===== config.mk =====
export PLATFORM = sky130hd
export DESIGN_NAME = msb_first_bit_field_packer_core_flat
export DESIGN_NICKNAME = d
export VERILOG_FILES = /design/src/hw/rtl/bfpack_pkg.sv /design/src/hw/rtl/bfpack_stream_if.sv /design/src/hw/rtl/bfpack_ram.sv /design/src/hw/rtl/msb_first_bit_field_packer_core.sv /design/src/flat_wrapper.sv
export VERILOG_INCLUDE_DIRS = /design/src /design/src/hw/rtl
export SDC_FILE = /design/constraint.sdc
export NUM_CORES = 2
export LEC_CHECK = 0
export BUFFER_PORTS_ARGS = -buffer_cell sky130_fd_sc_hd__clkbuf_2
export CORE_MARGIN = 1
export CORE_UTILIZATION = 40
export DETAILED_ROUTE_END_ITERATION = 7
export GPL_ROUTABILITY_DRIVEN = 0
export SETUP_SLACK_MARGIN = 0.2
export SLEW_MARGIN = 15
export SYNTH_ARGS = -nofsm -noshare
export SYNTH_HDL_FRONTEND = slang
export SYNTH_SLANG_ARGS = --single-unit

===== constraint.sdc =====
create_clock -name clock -period 17.7 [get_ports clock]
set_clock_uncertainty 0.05 [all_clocks]
set_input_delay 3.54 -clock clock [delete_from_list [all_inputs] [get_ports clock]]
set_output_delay 3.54 -clock clock [all_outputs]
set_load 0.01 [all_outputs]

===== src/hw/rtl/msb_first_bit_field_packer_core_defines.svh =====
// assertion macros used by the packer core rtl
`ifndef MSB_FIRST_BIT_FIELD_PACKER_CORE_DEFINES_SVH
`define MSB_FIRST_BIT_FIELD_PACKER_CORE_DEFINES_SVH

// same-cycle implication, sampled on clock, off during reset
`define BFP_ASSERT_SAME(label, ante, cons) \
   label: assert property (@(posedge clock) disable iff (reset) (ante) |-> (cons)) \
      else $error("bit field packer check failed");

// next-cycle implication, sampled on clock, off during reset
`define BFP_ASSERT_NEXT(label, ante, cons) \
   label: assert property (@(posedge clock) disable iff (reset) (ante) |=> (cons)) \
      else $error("bit field packer check failed");

`endif


===== src/hw/rtl/bfpack_pkg.sv =====
// types and codes of the msb-first bit field packer
package bfpack_pkg;

   localparam int FIELD_MAX_W = 32;
   localparam int WIDTH_W     = 6;
   localparam int POS_W       = 12;

   typedef enum logic [1:0] {
      ACT_WRITE = 2'd0,
      ACT_READ  = 2'd1,
      ACT_SEEK  = 2'd2
   } action_type;

   typedef enum logic [1:0] {
      ST_OK        = 2'd0,
      ST_BAD_WIDTH = 2'd1,
      ST_TOO_LARGE = 2'd2,
      ST_OVERRUN   = 2'd3
   } status_type;

   typedef struct packed {
      action_type               action;
      logic [FIELD_MAX_W-1:0]   field_value;
      logic [WIDTH_W-1:0]       field_width;
      logic [POS_W-1:0]         seek_position;
   } req_type;

   typedef struct packed {
      logic [FIELD_MAX_W-1:0]   read_value;
      status_type               status;
      logic [POS_W-1:0]         cursor_after;
   } rsp_type;

endpackage


===== src/hw/rtl/bfpack_stream_if.sv =====
// valid/ready channel carrying one payload per transfer
interface bfpack_stream_if #(
   parameter type payload_type = logic
);
   logic        valid;
   logic        ready;
   payload_type payload;

   modport source (output valid, output payload, input ready);
   modport sink   (input valid, input payload, output ready);
endinterface


===== src/hw/rtl/bfpack_ram.sv =====
// generic single-write single-read ram with registered read data
module bfpack_ram #(
   parameter int WIDTH = 8,
   parameter int DEPTH = 256
) (
   input  logic                     clock,
   input  logic                     wr_en,
   input  logic [$clog2(DEPTH)-1:0] wr_addr,
   input  logic [WIDTH-1:0]         wr_data,
   input  logic [$clog2(DEPTH)-1:0] rd_addr,
   output logic [WIDTH-1:0]         rd_data
);
   logic [WIDTH-1:0] mem [DEPTH];
   logic [WIDTH-1:0] rd_data_ff;

   always_ff @(posedge clock) begin
      if (wr_en) begin
         mem[wr_addr] <= wr_data;
      end
      rd_data_ff <= mem[rd_addr];
   end

   assign rd_data = rd_data_ff;
endmodule


===== src/hw/rtl/msb_first_bit_field_packer_core.sv =====
// msb-first bit field packer: byte store, bit cursor, byte-serial read-modify-write
//
//   channel   dir   transfer moves
//   req_chan  in    action, field_value, field_width, seek_position
//   rsp_chan  out   read_value, status, cursor_after
//
// each touched byte is read, then merged and written back (write) or shifted into the read value
// (read) through the single ram port pair; a 32-bit field touches up to 5 bytes
// seeks, errors and the unused action go from the check straight to the response hand-off
// after reset the store is zeroed one byte a cycle, with req ready low until it is done
// a finished response waits in the output register; the next request is taken meanwhile,
// and the block stalls only at its own finish while that register is still full
module msb_first_bit_field_packer_core #(
   parameter int BUFFER_BYTES = 256
) (
   input  logic            clock,
   input  logic            reset,
   bfpack_stream_if.sink   req_chan,
   bfpack_stream_if.source rsp_chan
);
   `include "msb_first_bit_field_packer_core_defines.svh"

   localparam int TOTAL_BITS = BUFFER_BYTES * 8;
   localparam int AW         = $clog2(BUFFER_BYTES);
   localparam int CW         = $clog2(TOTAL_BITS + 1);
   localparam int XW         = ((CW > bfpack_pkg::POS_W) ? CW : bfpack_pkg::POS_W) + 1;
   localparam logic [AW-1:0] LAST_ADDR = AW'(BUFFER_BYTES - 1);
   localparam logic [XW-1:0] TOTAL_X   = XW'(TOTAL_BITS);

   typedef enum logic [2:0] {
      S_CLEAR,
      S_IDLE,
      S_CHECK,
      S_FETCH,
      S_MERGE,
      S_DONE
   } state_type;

   state_type              state_ff, state_in;
   logic [AW-1:0]          clr_addr_ff, clr_addr_in;
   logic [CW-1:0]          cursor_ff, cursor_in;
   bfpack_pkg::req_type    req_ff, req_in;
   logic [CW-1:0]          pos_ff, pos_in;
   logic [5:0]             rem_ff, rem_in;
   logic [31:0]            sr_ff, sr_in;
   logic [31:0]            rd_ff, rd_in;
   bfpack_pkg::status_type stat_ff, stat_in;
   logic                   rsp_valid_ff, rsp_valid_in;
   bfpack_pkg::rsp_type    rsp_ff, rsp_in;

   // checks
   logic bad_wid, too_big, over_fld, seek_over;

   // byte merge unit
   logic [2:0] off;
   logic [3:0] room, n;
   logic [7:0] lo_mask, mask, new_byte, byte_al, chunk;

   // ram ports
   logic          ram_we;
   logic [AW-1:0] ram_waddr, ram_raddr;
   logic [7:0]    ram_wdata, ram_rdata;

   assign bad_wid  = (req_ff.field_width == '0) || (req_ff.field_width > 6'd32);
   assign too_big  = (req_ff.field_width < 6'd32) &&
                     ((req_ff.field_value >> req_ff.field_width) != '0);
   assign over_fld = (XW'(cursor_ff) + XW'(req_ff.field_width)) > TOTAL_X;
   assign seek_over = XW'(req_ff.seek_position) > TOTAL_X;

   assign off      = pos_ff[2:0];
   assign room     = 4'd8 - {1'b0, off};
   assign n        = (rem_ff < {2'b00, room}) ? rem_ff[3:0] : room;
   assign lo_mask  = 8'hFF << (4'd8 - n);
   assign mask     = lo_mask >> off;
   assign new_byte = (ram_rdata & ~mask) | ((sr_ff[31:24] >> off) & mask);
   assign byte_al  = ram_rdata << off;
   assign chunk    = byte_al >> (4'd8 - n);

   assign ram_raddr = pos_ff[AW+2:3];

   always_comb begin
      state_in     = state_ff;
      clr_addr_in  = clr_addr_ff;
      cursor_in    = cursor_ff;
      req_in       = req_ff;
      pos_in       = pos_ff;
      rem_in       = rem_ff;
      sr_in        = sr_ff;
      rd_in        = rd_ff;
      stat_in      = stat_ff;
      rsp_valid_in = rsp_valid_ff && !rsp_chan.ready;
      rsp_in       = rsp_ff;
      ram_we       = 1'b0;
      ram_waddr    = ram_raddr;
      ram_wdata    = new_byte;

      case (state_ff)
         S_CLEAR: begin
            ram_we      = 1'b1;
            ram_waddr   = clr_addr_ff;
            ram_wdata   = '0;
            clr_addr_in = clr_addr_ff + 1'b1;
            if (clr_addr_ff == LAST_ADDR) begin
               state_in = S_IDLE;
            end
         end
         S_IDLE: begin
            if (req_chan.valid) begin
               req_in   = req_chan.payload;
               state_in = S_CHECK;
            end
         end
         S_CHECK: begin
            rd_in    = '0;
            stat_in  = bfpack_pkg::ST_OK;
            state_in = S_DONE;
            case (req_ff.action)
               bfpack_pkg::ACT_WRITE: begin
                  if (bad_wid) begin
                     stat_in = bfpack_pkg::ST_BAD_WIDTH;
                  end else if (too_big) begin
                     stat_in = bfpack_pkg::ST_TOO_LARGE;
                  end else if (over_fld) begin
                     stat_in = bfpack_pkg::ST_OVERRUN;
                  end else begin
                     state_in = S_FETCH;
                  end
               end
               bfpack_pkg::ACT_READ: begin
                  if (bad_wid) begin
                     stat_in = bfpack_pkg::ST_BAD_WIDTH;
                  end else if (over_fld) begin
                     stat_in = bfpack_pkg::ST_OVERRUN;
                  end else begin
                     state_in = S_FETCH;
                  end
               end
               bfpack_pkg::ACT_SEEK: begin
                  if (seek_over) begin
                     stat_in = bfpack_pkg::ST_OVERRUN;
                  end else begin
                     cursor_in = CW'(req_ff.seek_position);
                  end
               end
               default: begin
               end
            endcase
            // field left-aligned so the next bits to place sit at the top
            pos_in = cursor_ff;
            rem_in = req_ff.field_width;
            sr_in  = req_ff.field_value << (6'd32 - req_ff.field_width);
         end
         S_FETCH: begin
            state_in = S_MERGE;
         end
         S_MERGE: begin
            ram_we = (req_ff.action == bfpack_pkg::ACT_WRITE);
            pos_in = pos_ff + CW'(n);
            rem_in = rem_ff - 6'(n);
            sr_in  = sr_ff << n;
            if (req_ff.action == bfpack_pkg::ACT_READ) begin
               rd_in = (rd_ff << n) | 32'(chunk);
            end
            if (rem_ff == 6'(n)) begin
               cursor_in = pos_ff + CW'(n);
               state_in  = S_DONE;
            end else begin
               state_in = S_FETCH;
            end
         end
         S_DONE: begin
            if (!rsp_valid_ff || rsp_chan.ready) begin
               rsp_valid_in        = 1'b1;
               rsp_in.read_value   = rd_ff;
               rsp_in.status       = stat_ff;
               rsp_in.cursor_after = bfpack_pkg::POS_W'(cursor_ff);
               state_in            = S_IDLE;
            end
         end
         default: begin
            state_in = S_IDLE;
         end
      endcase
   end

   always_ff @(posedge clock) begin
      if (reset) begin
         state_ff     <= S_CLEAR;
         clr_addr_ff  <= '0;
         cursor_ff    <= '0;
         rsp_valid_ff <= 1'b0;
      end else begin
         state_ff     <= state_in;
         clr_addr_ff  <= clr_addr_in;
         cursor_ff    <= cursor_in;
         rsp_valid_ff <= rsp_valid_in;
      end
      req_ff  <= req_in;
      pos_ff  <= pos_in;
      rem_ff  <= rem_in;
      sr_ff   <= sr_in;
      rd_ff   <= rd_in;
      stat_ff <= stat_in;
      rsp_ff  <= rsp_in;
   end

   bfpack_ram #(
      .WIDTH (8),
      .DEPTH (BUFFER_BYTES)
   ) u_store (
      .clock   (clock),
      .wr_en   (ram_we),
      .wr_addr (ram_waddr),
      .wr_data (ram_wdata),
      .rd_addr (ram_raddr),
      .rd_data (ram_rdata)
   );

   assign req_chan.ready  = (state_ff == S_IDLE);
   assign rsp_chan.valid  = rsp_valid_ff;
   assign rsp_chan.payload = rsp_ff;

   `BFP_ASSERT_SAME(a_cursor_in_store, 1'b1, XW'(cursor_ff) <= TOTAL_X)
   `BFP_ASSERT_SAME(a_chunk_fits, state_ff == S_MERGE, 6'(n) <= rem_ff)
   `BFP_ASSERT_SAME(a_data_only_ok, rsp_valid_ff && (rsp_ff.read_value != '0),
                    rsp_ff.status == bfpack_pkg::ST_OK)
   `BFP_ASSERT_NEXT(a_done_posts, (state_ff == S_DONE) && !rsp_valid_ff, rsp_valid_ff)
endmodule


===== src/flat_wrapper.sv =====
// flat-port wrapper written by rule: the top's interface ports become plain ports
module msb_first_bit_field_packer_core_flat 
#(
   parameter int BUFFER_BYTES = 256
)
  (clock, reset, req_chan_valid, req_chan_payload, req_chan_ready, rsp_chan_valid, rsp_chan_payload, rsp_chan_ready);
  bfpack_stream_if #(.payload_type(bfpack_pkg::req_type)) req_chan_i ();
  bfpack_stream_if #(.payload_type(bfpack_pkg::rsp_type)) rsp_chan_i ();
  input  logic clock;
  input  logic reset;
  input wire logic [$bits(req_chan_i.valid)-1:0] req_chan_valid;
  input wire logic [$bits(req_chan_i.payload)-1:0] req_chan_payload;
  output wire logic [$bits(req_chan_i.ready)-1:0] req_chan_ready;
  output wire logic [$bits(rsp_chan_i.valid)-1:0] rsp_chan_valid;
  output wire logic [$bits(rsp_chan_i.payload)-1:0] rsp_chan_payload;
  input wire logic [$bits(rsp_chan_i.ready)-1:0] rsp_chan_ready;
  assign req_chan_i.valid = req_chan_valid;
  assign req_chan_i.payload = req_chan_payload;
  assign req_chan_ready = req_chan_i.ready;
  assign rsp_chan_valid = rsp_chan_i.valid;
  assign rsp_chan_payload = rsp_chan_i.payload;
  assign rsp_chan_i.ready = rsp_chan_ready;
  msb_first_bit_field_packer_core #(.BUFFER_BYTES(BUFFER_BYTES)) u_core (.clock(clock), .reset(reset), .req_chan(req_chan_i), .rsp_chan(rsp_chan_i));
endmodule

Word-level counts from Yosys, hierarchy flattened:

Memory sizes are Yosys's and may differ from the RTL's. A register that Yosys moved wholly into a read port is not among the register bits.
Index checks and enable logic that the tools add are counted.

* shifts and indexed selects: 9
* multiply operators: 0
* order comparisons: 5
* mux-type cells: 33
* add/sub/neg operators: 7
* bitwise operators: 5
* divide/modulo/power cells: 0
* equality and inequality tests: 16
* reduce and logical (&&, ||, !) cells: 16

Operator list (number)
* 32-bit case mux with 2 select lines: 2
* 32-bit by 4-bit left shift with 32-bit output: 2
* 12-bit case mux with 2 select lines: 2
* 12-bit 2-to-1 mux: 3
* 32-bit 2-to-1 mux: 1
* 32-bit by 8-bit OR with 32-bit output: 1
* 32-bit nonzero test: 1
* 32-bit by 6-bit left shift with 32-bit output: 1
* 32-bit by 6-bit >> shifter with 32-bit output: 1
* 3-bit 2-to-1 mux: 8
* 3-bit case mux with 6 select lines: 1
* 8-bit bitwise AND: 2
* 8-bit 2-to-1 mux: 2
* 8-bit by 3-bit >> shifter with 8-bit output: 2
* 12-bit by 6-bit adder with 13-bit output: 1
* 13-bit by 12-bit > comparator with 1-bit output, second input constant: 1
* 12-bit by 4-bit adder with 12-bit output: 1
* 12-bit > comparator, second input constant: 1
* 6-bit case mux with 2 select lines: 1
* 2-bit 2-to-1 mux: 5
* 2-bit by 1-bit inequality test with 1-bit output, second input constant: 5
* 8-bit by 1-bit adder with 8-bit output, second input constant: 1
* 8-bit == test, second input constant: 1
* 8-bit NOT: 1
* other kinds (33): 44

* bits in latches: 0
* output and inout port bits: 48
* memories: 1
* ROM bits: 0
* register bits: 206
* bits in writable memories: 2048

Memories
* u_core.u_store.mem: depth 256, bits a word 8, read ports 1, clocked after memory_dff 1, wr ports 1, line bfpack_ram.sv:13 `logic [WIDTH-1:0] mem [DEPTH];`

Depth between registers and ports, before layout:

* depth after elaboration: 10
* depth in mapped cells: 23
* mapped depth without buffers: 20

Cells and area by module:

Synthesis repeated with hierarchy kept, for this count alone.

* cell total of the unflattened synthesis: 5064
* area total of the unflattened synthesis: 93578.5 um^2

Modules (own cells, without submodules)
* bfpack_ram: area an instance 79556.3 um^2, instances 1, cells each 3733, sequential area each 61659.1 um^2
* msb_first_bit_field_packer_core: area an instance 14022.2 um^2, instances 1, cells each 1331, sequential area each 5945.7 um^2

Worst setup path after synthesis:

Ideal clock, no wire load.

* path type: reg-to-reg
* start point: reg u_core.pos_ff[0]
* end point: mem u_core.u_store.mem[0][2], data pin
* data required time: 15.343 ns
* buffers on the path: 4
* cell stages (with the launch flop): 19
* data arrival time: 15.361 ns
* slack: -0.018 ns
* cell sequence: edfxtp_1 buf_1 clkinv_1 ha_1 xnor2_1 inv_1 ha_1 a21o_1 a31o_2 a21oi_2 mux2_2 inv_1 clkbuf_1 clkbuf_1 ha_1 clkbuf_1 maj3_1 a21bo_2 a221oi_1

* word-level cells in the longest chain between the ends: 10
* elaborated cells on any way between the ends: 12

Ends and longest elaborated chain
* from (decl): line msb_first_bit_field_packer_core.sv:43 `logic [CW-1:0] pos_ff, pos_in;`
* from (signal assigned): line msb_first_bit_field_packer_core.sv:199 `pos_ff <= pos_in;`
* 4-bit by 3-bit subtractor with 4-bit output: line msb_first_bit_field_packer_core.sv:71 `assign room = 4'd8 - {1'b0, off};`
* 6-bit by 4-bit < comparator with 1-bit output: line msb_first_bit_field_packer_core.sv:72 `assign n = (rem_ff < {2'b00, room}) ? rem_ff[3:0] : room;`
* 4-bit 2-to-1 mux: line msb_first_bit_field_packer_core.sv:72
* 4-bit subtractor: line msb_first_bit_field_packer_core.sv:73 `assign lo_mask = 8'hFF << (4'd8 - n);`
* 8-bit by 4-bit left shift with 8-bit output: line msb_first_bit_field_packer_core.sv:73
* 8-bit by 3-bit >> shifter with 8-bit output: line msb_first_bit_field_packer_core.sv:74 `assign mask = lo_mask >> off;`
* 8-bit NOT: line msb_first_bit_field_packer_core.sv:75 `assign new_byte = (ram_rdata & ~mask) | ((sr_ff[31:24] >> off) & mask);`
* 8-bit bitwise AND: line msb_first_bit_field_packer_core.sv:75
* 8-bit OR *: line msb_first_bit_field_packer_core.sv:75
* 8-bit 2-to-1 mux *: line msb_first_bit_field_packer_core.sv:97 `case (state_ff)`
* net u_core.ram_wdata[2]: line msb_first_bit_field_packer_core.sv:62 `logic [7:0] ram_wdata, ram_rdata;`
* to (decl): line bfpack_ram.sv:13

Mark *: on every way through the listed nets, which the timed path passes. The rest lies on a longest branch.

Worst setup path after layout:

* start point: reg u_core.pos_ff[0]
* end point: mem u_core.u_store.mem[52][4], data pin

The elaborated chain is that of the path after synthesis.

==> flow_summary.yaml <==
floorplan:
  row_count: 176
  core_area_um2: 231000
  dieArea_um2: 234000
  start_util: 0.403
  die_w_um: 484
  ios: 104
  die_y_um: 484
synthesis:
  yosys.area_share.simple: 0.0347
  synth-main-ff-cell: "edfxtp_1"
  synthTopCellsByCount: "edfxtp_1 (2230), mux4_2 (668), nor2_1 (362)"
  synth.top_cells.by_area: "edfxtp_1 (72%), mux4_2 (16%), mux2i_1 (1.7%), nor2_1 (1.5%), nand2_1 (0.98%)"
  synth_seq_area_share: 0.727
  synth_top_area_cell: "edfxtp_1"
  synth_compound_area_frac: 0.0342
  yosys.cell_count.top_type: "edfxtp_1"
  synth_cell_types: 80
  netlist_instances: 4734
  synth.top_cell.area_share: 0.720
  synth_fa_ha_area_frac: 0.00398
  synth_edf_count: 2230
  ys_warn_count: 0
  ys_seq_elements: 2262
  synth_mux_area_frac: 0.184
  synthesis.nets: 4817
  syn_area_per_cell_um2: 19.7
  ys_async_sr_fraction: 0
  netlist_area_um2: 93000
  synth_top_family_by_area: "multiplexers"
  synthXorXnorAreaFrac: 0.00282
pwr:
  switchingPower_mw: 2.07
  seqPwrFrac: 0.552
  ir_drop_uv: 107
  power_frac_clock: 0.444
  switching_share: 0.197
  pwr_density_cell_nw_per_um2: 101
  leakage_nw: 32.9
  power.internal_mw: 8.45
  comb_power_share: 0.004
cts:
  cts_tree: "yes"
  cts_root_buf: "clkbuf_16"
  cts_buffer_depth: 3
  cts_setup_buffers: 0
  clk_latency_ns: 0.88
  hold_buffers: 0
  cts_resized: 0
  numCtsBuffers: 222
  path_clk_slew_ns: 0.06
  cts.sinks: 2262
  htree_num_levels: 4
global_route:
  gr-total-overflow: 0
  grt_max_degree: 257
  grt_usage: 0.197
  antenna_found_initial: 4
  grt_pass1_wl_mm: 338
  grt_pass1_vias: 47600
critical_path:
  slowest_stage: "buf_4"
  path_buf_inv: 8
  cp_max_fo: 106
  reg2reg_depth: 23
  crit_arrival_ns: 8.80
  critPathCaptureType: "register"
  rr_endpoint: "u_core.u_store.mem[52][4]"
  start_kind: "register"
  critPathMaxStageDelay_ns: 0.87
  r2r_start: "u_core.pos_ff[0]"
  rrSetupSlack_ns: 9.36
  path_cells: "buf_4, clkinv_1, ha_1, xnor2_1, inv_1, ha_1, a21o_1, a31o_2, nand3_1, nand2_4, inv_2, ha_1, inv_1, ha_1, o31ai_1, nor2_1, a21oi_1, a211oi_1, nand3_1, o21ai_4, buf_4, buf_4, buf_4"
  worstPathRequired_ns: 18.16
  crit_type: "reg -> reg"
  crit_family: "buffers and inverters"
sta:
  timing.final.crit_share: 0.471
  timing.final.max_slew_violations: 0
  relSlewSlack: 0.177
  hold_violations: 0
  fmax_ghz: 0.120
  fin_setup_tns_ns: 0
  rsz0062_at_grt: "no"
  setup_viol: 0
  fin_crit_ns: 8.34
  worst_pin_slew_ns: 1.23
detailed_routing:
  drt_first_pass_iters: 5
  routed_wl_mm: 232
  drc_errors: 0
  avgViaCountPerCell: 5.90
  vias: 47700
  wire_per_inst_um: 28.7
  final_antenna_net_count: 0
  drt_iter0_markers: 5158
cells_and_area:
  area_growth_pct: 12.3
  layout-drive-gt1-share: 0.252
  nNetsFinal: 4956
  final_core_util: 0.453
min_path:
  holdPathEnd: "u_core.rsp_chan.payload[12]"
  whs_path_depth: 0
  hold_path_class: "reg -> reg"
  hold_start: "u_core.stat_ff[0]"
status:
  status: "complete, no violations"
placement:
  dpl.hpwl_mm: 137
  numPortBuffers: 103
flow_run:
  maxCapViolations: 0
[worst reg2reg max path: stages, from the launching register on]
cell      delay [ns]
edfxtp_1        0.32
buf_4           0.35
clkinv_1        0.35
ha_1            0.30
xnor2_1         0.18
inv_1           0.06
ha_1            0.32
a21o_1          0.19
a31o_2          0.25
nand3_1         0.53
nand2_4         0.09
inv_2           0.52
ha_1            0.29
inv_1           0.06
ha_1            0.61
o31ai_1         0.17
nor2_1          0.12
a21oi_1         0.06
a211oi_1        0.49
nand3_1         0.21
o21ai_4         0.11
buf_4           0.57
buf_4           0.76
buf_4           0.89
[area by class of cell]
cell class / instances / area, um^2
clock buffers: 285 / 5880
fillers: 19300 / 126000
inverters: 29 / 109
diodes: 2 / 5.00
multi-input cells: 2146 / 24300
flip-flops and latches: 2262 / 67600
well taps: 3026 / 3790
repair buffers: 212 / 1480
clock inverters: 129 / 1300
[state kept, by name, summed over array words and instances (netlist names)]
| register | cells |
|---|---|
| u_core.rsp_chan.payload | 46 |
| u_core.clr_addr_ff | 8 |
| u_core.req_ff | 52 |
| u_core.rd_ff | 32 |
| u_core.rem_ff | 6 |
| u_core.u_store.mem | 2048 |
| u_core.state_ff | 3 |
| u_core.u_store.rd_data | 8 |
| u_core.rsp_chan.valid | 1 |
| u_core.cursor_ff | 12 |
| u_core.sr_ff | 32 |
| u_core.pos_ff | 12 |
| u_core.stat_ff | 2 |
[cells in the final DEF (no fill, tap or decap), types with 13 or more instances in the layout]
cell and count:
dfxtp_1 32, nand3_1 38, nand2b_1 16, a21o_1 14, nor3_1 22, inv_1 23, mux2i_1 157, clkbuf_1 59
a21oi_1 86, a22oi_1 52, nand2_2 15, xor2_1 13, edfxtp_1 2230, a31oi_1 17, nand2_1 226, a211oi_1 21
clkbuf_2 103, clkinv_2 31, nor2_1 351, bufinv_16 20, a22o_1 19, a221oi_1 23, a32oi_1 13, ha_1 24
mux4_2 668, o21ai_0 73, xnor2_1 16, mux2_2 37, o221ai_1 14, clkinv_1 57, clkbuf_16 226, buf_4 97
o211ai_1 14, o22ai_1 34, nor2b_1 15
[cells by family after synthesis]
family / count (synthesis)
AO/OA/AOI/OAI: 460
XOR/XNOR: 30
multiplexers: 865
AND/OR/NAND/NOR: 763
adder cells (fa/ha/maj): 28
buffers and inverters: 326
flip-flops: 2262
[worst max-delay path by stage]
stage                                 from                         to  slack (ns)  cells past startpoint
final                     u_core.pos_ff[0]  u_core.u_store.mem[52][4]        9.36                     23
after global routing      u_core.pos_ff[0]  u_core.u_store.mem[53][4]        8.64                     23
after CTS                 u_core.pos_ff[0]  u_core.u_store.mem[91][5]        9.10                     20
after detailed placement  u_core.pos_ff[0]  u_core.u_store.mem[49][5]        9.04                     20
after global placement    u_core.pos_ff[0]  u_core.u_store.mem[48][5]        9.33                     20
after floorplan           u_core.pos_ff[0]   u_core.u_store.mem[0][0]        0.27                     21
[metrics by stage]
step | power (mW) | hold WS, ns | instances | area [um^2] | worst slack [ns]
5_1_grt | 10.8 | 0.398 | 8090 | 104000 | 8.64
6_report | 10.5 | 0.375 | 8091 | 104000 | 9.36
3_3_place_gp | 5.96 | 0.354 | 7673 | 97200 | 9.33
2_1_floorplan | 5.93 | 0.350 | 4734 | 93000 | 0.272
4_1_cts | 10.6 | 0.376 | 8087 | 104000 | 9.10
3_5_place_dp | 5.96 | 0.355 | 7673 | 97200 | 9.04
[metal layers]
layer,GRT usage,up-vias,part of all wire
met3,0.0327,345,0.078
li1,-,19900,-
met2,0.305,2079,0.47
met5,0,-,0
met1,0.287,25400,0.43
met4,0.0556,0,0.025
[power groups by stage]
stage | Clock (mW) | Combinational, mW | Sequential, mW
6_report | 4.67 | 0.0455 | 5.80
5_1_grt | 4.95 | 0.0464 | 5.80
4_1_cts | 4.75 | 0.0451 | 5.80
3_5_place_dp | 0 | 0.0444 | 5.92
3_3_place_gp | 0 | 0.0443 | 5.92
2_1_floorplan | 0 | 0.0146 | 5.92
Note: power is estimated with default switching activity, not from simulation.
